[config.mk]
export PLATFORM = sky130hd
export DESIGN_NAME = pse_divider
export DESIGN_NICKNAME = d
export VERILOG_FILES = /design/src/pse_pkg.sv /design/src/pse_divider.sv
export SDC_FILE = /design/constraint.sdc
export NUM_CORES = 1
export LEC_CHECK = 0
export BUFFER_PORTS_ARGS = -buffer_cell sky130_fd_sc_hd__buf_2
export CELL_PAD_IN_SITES_DETAIL_PLACEMENT = 0
export CELL_PAD_IN_SITES_GLOBAL_PLACEMENT = 1
export CORE_UTILIZATION = 46
export CTS_CLUSTER_DIAMETER = 30
export DETAILED_ROUTE_END_ITERATION = 8
export GPL_TIMING_DRIVEN = 1
export HOLD_SLACK_MARGIN = 0.12
export MAX_ROUTING_LAYER = met4
export PLACE_DENSITY = 0.8
export SYNTH_ARGS = -nofsm -noshare
export SYNTH_HDL_FRONTEND = slang
export SYNTH_SLANG_ARGS = --single-unit
export TNS_END_PERCENT = 50
[constraint.sdc]
create_clock -name i_clk -period 7.75 [get_ports i_clk]
set_input_delay 1.55 -clock i_clk [delete_from_list [all_inputs] [get_ports i_clk]]
set_output_delay 1.55 -clock i_clk [all_outputs]
set_load 0.01 [all_outputs]
[src/pse_pkg.sv]
// Package for the postfix stack evaluator: sizes, token and status codes,
// controller states and the result record shared by the top level and its parts.
// Depends on nothing.
package pse_pkg;

    // Stack geometry and value width.
    localparam int DEPTH       = 512;
    localparam int VALUE_WIDTH = 32;
    localparam int ADDR_W      = $clog2(DEPTH);
    localparam int SP_W        = $clog2(DEPTH + 1);

    // Field widths of the token and of the result.
    localparam int OPERAND_W   = 16;
    localparam int KIND_W      = 2;
    localparam int OP_W        = 2;
    localparam int STATUS_W    = 3;

    // Stream data widths, rounded up to whole bytes.
    localparam int IN_TDATA_W  = ((OPERAND_W + OP_W + 7) / 8) * 8;
    localparam int OUT_BITS    = VALUE_WIDTH + SP_W + STATUS_W;
    localparam int OUT_TDATA_W = ((OUT_BITS + 7) / 8) * 8;

    typedef logic signed [VALUE_WIDTH-1:0] t_value;

    typedef enum logic [KIND_W-1:0] {
        K_PUSH = 2'd0,
        K_OP   = 2'd1,
        K_END  = 2'd2,
        K_NONE = 2'd3
    } t_kind;

    typedef enum logic [OP_W-1:0] {
        OP_ADD = 2'd0,
        OP_SUB = 2'd1,
        OP_MUL = 2'd2,
        OP_DIV = 2'd3
    } t_op;

    typedef enum logic [STATUS_W-1:0] {
        ST_OK      = 3'd0,
        ST_FULL    = 3'd1,
        ST_FEW     = 3'd2,
        ST_DIVZERO = 3'd3,
        ST_EMPTY   = 3'd4
    } t_status;

    typedef enum logic [1:0] {
        S_IDLE,
        S_EXEC,
        S_DIV,
        S_POST
    } t_state;

    // One result item as it travels to the output register.
    typedef struct packed {
        t_value            value;
        logic [SP_W-1:0]   depth;
        t_status           status;
        logic              final_res;
    } t_result;

endpackage

[src/pse_divider.sv]
// Iterative signed divider, one quotient bit per cycle, truncating toward zero.
// Depends on pse_pkg for the value width and type.
module pse_divider
    import pse_pkg::*;
(
    input  logic   i_clk,
    input  logic   i_rst_n,
    input  logic   i_start,
    input  t_value i_dividend,
    input  t_value i_divisor,
    output logic   o_done,
    output t_value o_quotient
);

    localparam int CNT_W = $clog2(VALUE_WIDTH + 1);

    logic                   r_busy,  n_busy;
    logic [CNT_W-1:0]       r_cnt,   n_cnt;
    logic [VALUE_WIDTH-1:0] r_rem,   n_rem;
    logic [VALUE_WIDTH-1:0] r_quo,   n_quo;
    logic [VALUE_WIDTH-1:0] r_dsr,   n_dsr;
    logic                   r_neg,   n_neg;
    logic [VALUE_WIDTH:0]   shifted;
    logic [VALUE_WIDTH:0]   trial;
    logic                   last_step;

    assign last_step = (r_cnt == CNT_W'(VALUE_WIDTH));
    assign shifted   = {r_rem, r_quo[VALUE_WIDTH-1]};
    assign trial     = shifted - {1'b0, r_dsr};

    // Load magnitudes on start, then one restoring step per cycle.
    always_comb begin
        n_busy = r_busy;
        n_cnt  = r_cnt;
        n_rem  = r_rem;
        n_quo  = r_quo;
        n_dsr  = r_dsr;
        n_neg  = r_neg;
        if (i_start) begin
            n_busy = 1'b1;
            n_cnt  = '0;
            n_rem  = '0;
            n_quo  = i_dividend[VALUE_WIDTH-1] ? -i_dividend : i_dividend;
            n_dsr  = i_divisor[VALUE_WIDTH-1] ? -i_divisor : i_divisor;
            n_neg  = i_dividend[VALUE_WIDTH-1] ^ i_divisor[VALUE_WIDTH-1];
        end else if (r_busy) begin
            if (last_step) begin
                n_busy = 1'b0;
            end else begin
                n_cnt = r_cnt + CNT_W'(1);
                if (!trial[VALUE_WIDTH]) begin
                    n_rem = trial[VALUE_WIDTH-1:0];
                    n_quo = {r_quo[VALUE_WIDTH-2:0], 1'b1};
                end else begin
                    n_rem = shifted[VALUE_WIDTH-1:0];
                    n_quo = {r_quo[VALUE_WIDTH-2:0], 1'b0};
                end
            end
        end
    end

    always_ff @(posedge i_clk) begin
        if (!i_rst_n) begin
            r_busy <= 1'b0;
            r_cnt  <= '0;
        end else begin
            r_busy <= n_busy;
            r_cnt  <= n_cnt;
        end
        r_rem <= n_rem;
        r_quo <= n_quo;
        r_dsr <= n_dsr;
        r_neg <= n_neg;
    end

    // The quotient magnitude gets its sign in the cycle it is reported.
    assign o_done     = r_busy && last_step;
    assign o_quotient = r_neg ? t_value'(-r_quo) : t_value'(r_quo);

endmodule

# [After elaboration in Yosys (flattened, before gate mapping)]
# Index checks and enable logic that the tools add are counted.
# W data, S select, Z words.
[totals] latch_bits=0 elab_cells=33 rom_bits=0 out_inout_bits=33 memories=0 register_bits=104 ramBits=0 in_bits=67
[classes] order_cmp=0 mux=11 add_sub_neg=5 n_mul=0 div=0 n_bitwise=3 shift=0 n_eq_ne=2 reduce_logical=5
[ops] cell="$mux W32" count=6
[ops] cell="$neg A32 Y32" count=3
[ops] cell="$sub A33 B32 Y33" count=1
[ops] cell="$mux W31" count=1
[ops] cell="$add A6 B1 Y6 const B" count=1
[ops] cell="$eq A6 B6 Y1 const B" count=1
[ops] cell="$mux W1" count=4
[ops] cell="$reduce_and A2 Y1" count=2
[ops] cell="$ne A2 B2 Y1 const B" count=1
[ops] cell="$not A1 Y1" count=2
[ops] cell="$reduce_bool A2 Y1" count=1
[ops] cell="$reduce_or A2 Y1" count=1
[ops] cell="$logic_and A1 B1 Y1" count=1
[ops] cell="$xor A1 B1 Y1" count=1

# [Depth between registers and ports, before layout]
[logic_depth] word_depth=5 depth_mapped=13 depth_no_buf=12

# [Worst setup path before layout]
# OpenSTA, ideal clock, no wires.
[synth_path] path_kind="register to output" startpoint="register r_quo[0]" endpoint="output port o_quotient[28]" stages_incl_launch_ff=11 required_ns=6.200 t_arrival_ns=2.902 setup_slack_ns=3.298 path_cell_list="edfxtp_1 inv_1 ha_1 nand2b_1 or4_1 or2_2 or4_4 or3_4 or4_4 o21ai_2 xnor2_1"
[synth_between] elab_chain_cells=2
[synth_lines] element="from (decl)" line="pse_divider.sv:20" text="logic [VALUE_WIDTH-1:0] r_quo, n_quo;"
[synth_lines] element="from (signal assigned)" line="pse_divider.sv:71" text="r_quo <= n_quo;"
[synth_lines] element="$neg A32 Y32" line="pse_divider.sv:78" text="assign o_quotient = r_neg ? t_value'(-r_quo) : t_value'(r_quo);"
[synth_lines] element="$mux W32" line="pse_divider.sv:78"
[synth_lines] element="to (decl)" line="pse_divider.sv:12" text="output t_value o_quotient"
# Every way passes these cells.

# [Worst setup path after layout]
[layout_path] startpoint="register r_quo[0]" endpoint="output port o_quotient[30]"
# The elaborated chain is that of the path after synthesis.

==> qor.yml <==
power:
  power.leakage_nw: 3.47
  peakVddDrop_uv: 114
  power_density_nw_per_um2: 204
  total_power_mw: 1.77
critical_path:
  r2r-end: "r_rem[11]$_SDFFE_PP0P_"
  path_class: "flop to output pin"
  worstPathRequired_ns: 6.20
  start_kind: "flop"
  worstPathArrival_ns: 3.59
  worstSetupEndpointType: "output pin"
  worst-r2r-cell-count: 12
  r2r_start: "r_quo[31]$_DFFE_PP_"
  r2r_slack_ns: 3.88
  critical_path.max_fanout: 5
clock_tree:
  cts_buffer_depth: 2
  cts_htree_levels: 3
  cts-root-buf: "clkbuf_16"
  clkSlewWorstSetupHoldPaths_ns: 0.07
  cts_made_buffers: 9
  numClockSinks: 104
  cts_setup_buffers: 0
  clk_latency_ns: 0.35
  cts_tree: "built"
  hold_buffers: 0
  post_cts_resized: 0
detailed_routing:
  wl_per_cell_um: 14.6
  drc_errors: 0
  drt-initial-drc-count: 401
  dr.pass1.iters: 4
  wl_mm: 17.5
  via_per_inst: 5.51
  ant_nets: 0
  num_vias: 6623
finish:
  final_cell_area_um2: 8680
  layout_common_cells: "100 x nand2_1, 98 x buf_2, 79 x a21oi_1"
  area_growth_pct: 12.1
  final_common_cell: "nand2_1"
  drive_gt1_share_pct: 13.7
  final_util_pct: 52.6
  final_cells: 1201
  num-nets-final: 1081
  diodes: 0
timing:
  clock_skew_ns: 0.00693
  finalWorstSetupSlack_ns: 2.61
  period_needed_ns: 5.14
  slew_violations: 0
  fin_tns_setup_ns: 0
  fin_crit_sh_pct: 66.3
  worst_slew_pin_slew_ns: 1.03
  rsz0062_at_grt: "no"
  finalHoldViolCount: 0
  slew_headroom_pct: 31.1
  max_freq_mhz: 194
  finalSetupViolations: 0
  whs_ns: 0.494
hold_path:
  hold_depth: 2
  min_to: "r_rem[14]$_SDFFE_PP0P_"
  hp-start: "r_rem[13]$_SDFFE_PP0P_"
  min_path_type: "flop to flop"
global_route:
  gr-usage-met1_pct: 29.9
  grt_pass1_wl_mm: 29.1
  grt.busiest_layer: "met2"
  grt_pass1_vias: 5997
  grt_max_degree: 68
  globalRouteOverflowTotal: 0
  met2_usage_pct: 31.2
  grtUsageTotal_pct: 21.1
  use_met3_pct: 2.54
  antenna_found_initial: 0
placed_design:
  io_buffers: 99
  place_hpwl_mm: 12.9
  dpl_worst_slack_ns: 2.98
  placed_area_um2: 8390
  post-place-cells: 1185
  gp_congestion: 0.853
logic_synthesis:
  synth_seq_cells: 104
  ys.flop_type: "edfxtp_1"
  syn_inst: 906
  netlist_area_um2: 7750
  syn_nets: 1011
  synth_warnings: 0
  ys_seq_area_share_pct: 35.3
  avgSynthCellArea_um2: 8.55
  ys_types: 61
  synth_async_sr_flop_share_pct: 0
  synth-edff-count: 65
floorplanning:
  io_pins: 100
  start_util_pct: 46.9
  die-area_um2: 17400
  rows: 47
  core_um2: 16500
  die_w_um: 132
  die_h_um: 132
job:
  cap_violations: 0
outcome:
  outcome: "finished, final reports clean"
worst max-delay path, cell delays in order, from the launching register on:
cell      delay [ns]
edfxtp_1        0.45
inv_1           0.08
ha_1            0.16
nand2b_1        0.07
or4_1           0.42
or2_2           0.34
or4_4           0.47
or3_4           0.36
or4_4           0.45
o21ai_2         0.14
xnor2_1         0.14
buf_2           0.16
layout make-up:
cell class,count,area [µm²]
clock buffer,14,287
clock inverter,2,10.0
fill,1576,7840
inverter,49,184
multi-input combinational,709,4670
sequential,104,2730
tap,220,275
timing repair buffer,103,528
synth_stat cells, types with 3 or more instances:
cell / n / share of area, %
mux2i_1: 3 / 0.39
nor4b_1: 3 / 0.34
o41ai_1: 12 / 1.4
ha_1: 37 / 6.0
nor2_1: 67 / 3.2
nor4_1: 3 / 0.24
nand2b_1: 11 / 0.89
a41oi_1: 3 / 0.34
xor2_1: 43 / 4.9
or3_1: 12 / 0.97
nand3_1: 7 / 0.45
a31oi_1: 21 / 1.7
a22oi_1: 3 / 0.29
o211ai_1: 6 / 0.58
nand4_1: 9 / 0.73
a21oi_1: 79 / 5.1
inv_1: 49 / 2.4
o21a_1: 4 / 0.39
a211oi_1: 9 / 0.87
a21boi_0: 3 / 0.29
or4_1: 13 / 1.3
nor3_1: 11 / 0.71
xnor2_1: 77 / 8.7
o31ai_1: 26 / 2.5
nor2b_1: 6 / 0.48
or4_4: 5 / 0.73
and3_1: 5 / 0.40
a21o_1: 18 / 1.7
and2_1: 5 / 0.40
nand2_1: 100 / 4.8
dfxtp_1: 39 / 10
o21ai_0: 72 / 4.7
edfxtp_1: 65 / 25
clkbuf_1: 41 / 2.0
or3_4: 3 / 0.44
cell families after synthesis:
kind of cell / synth area share [%]
compound gates: 22.8
xor+xnor: 13.6
fa+ha+maj: 6.23
buf+inv: 4.56
flops: 35.3
mux: 0.388
simple gates: 17.2
worst max path at each step:
stage                             from        endpoint  cells after the start
CTS                 r_quo[0]$_DFFE_PP_  o_quotient[30]                     11
global placement    r_quo[0]$_DFFE_PP_  o_quotient[30]                     11
global route        r_quo[0]$_DFFE_PP_  o_quotient[30]                     11
finish              r_quo[0]$_DFFE_PP_  o_quotient[30]                     11
detailed placement  r_quo[0]$_DFFE_PP_  o_quotient[30]                     11
floorplan           r_quo[0]$_DFFE_PP_  o_quotient[28]                     10
sequential cells by signal, summed over array words and instances, names as in the netlist:
| signal | flops |
|---|---|
| r_dsr | 32 |
| r_quo | 32 |
| r_rem | 32 |
| r_cnt | 6 |
| r_busy | 1 |
| r_neg | 1 |
power by group:
part	internal [mW]	switching (mW)
Clock	0.257	0.197
Sequential	0.658	0.0537
Combinational	0.246	0.358
layer usage:
metal	up-vias	wire length, µm
li1	3421	-
met1	3031	8940
met2	155	7660
met3	16	684
met4	0	251
met5	-	0
No activity file was read; power rests on OpenSTA's default activity.
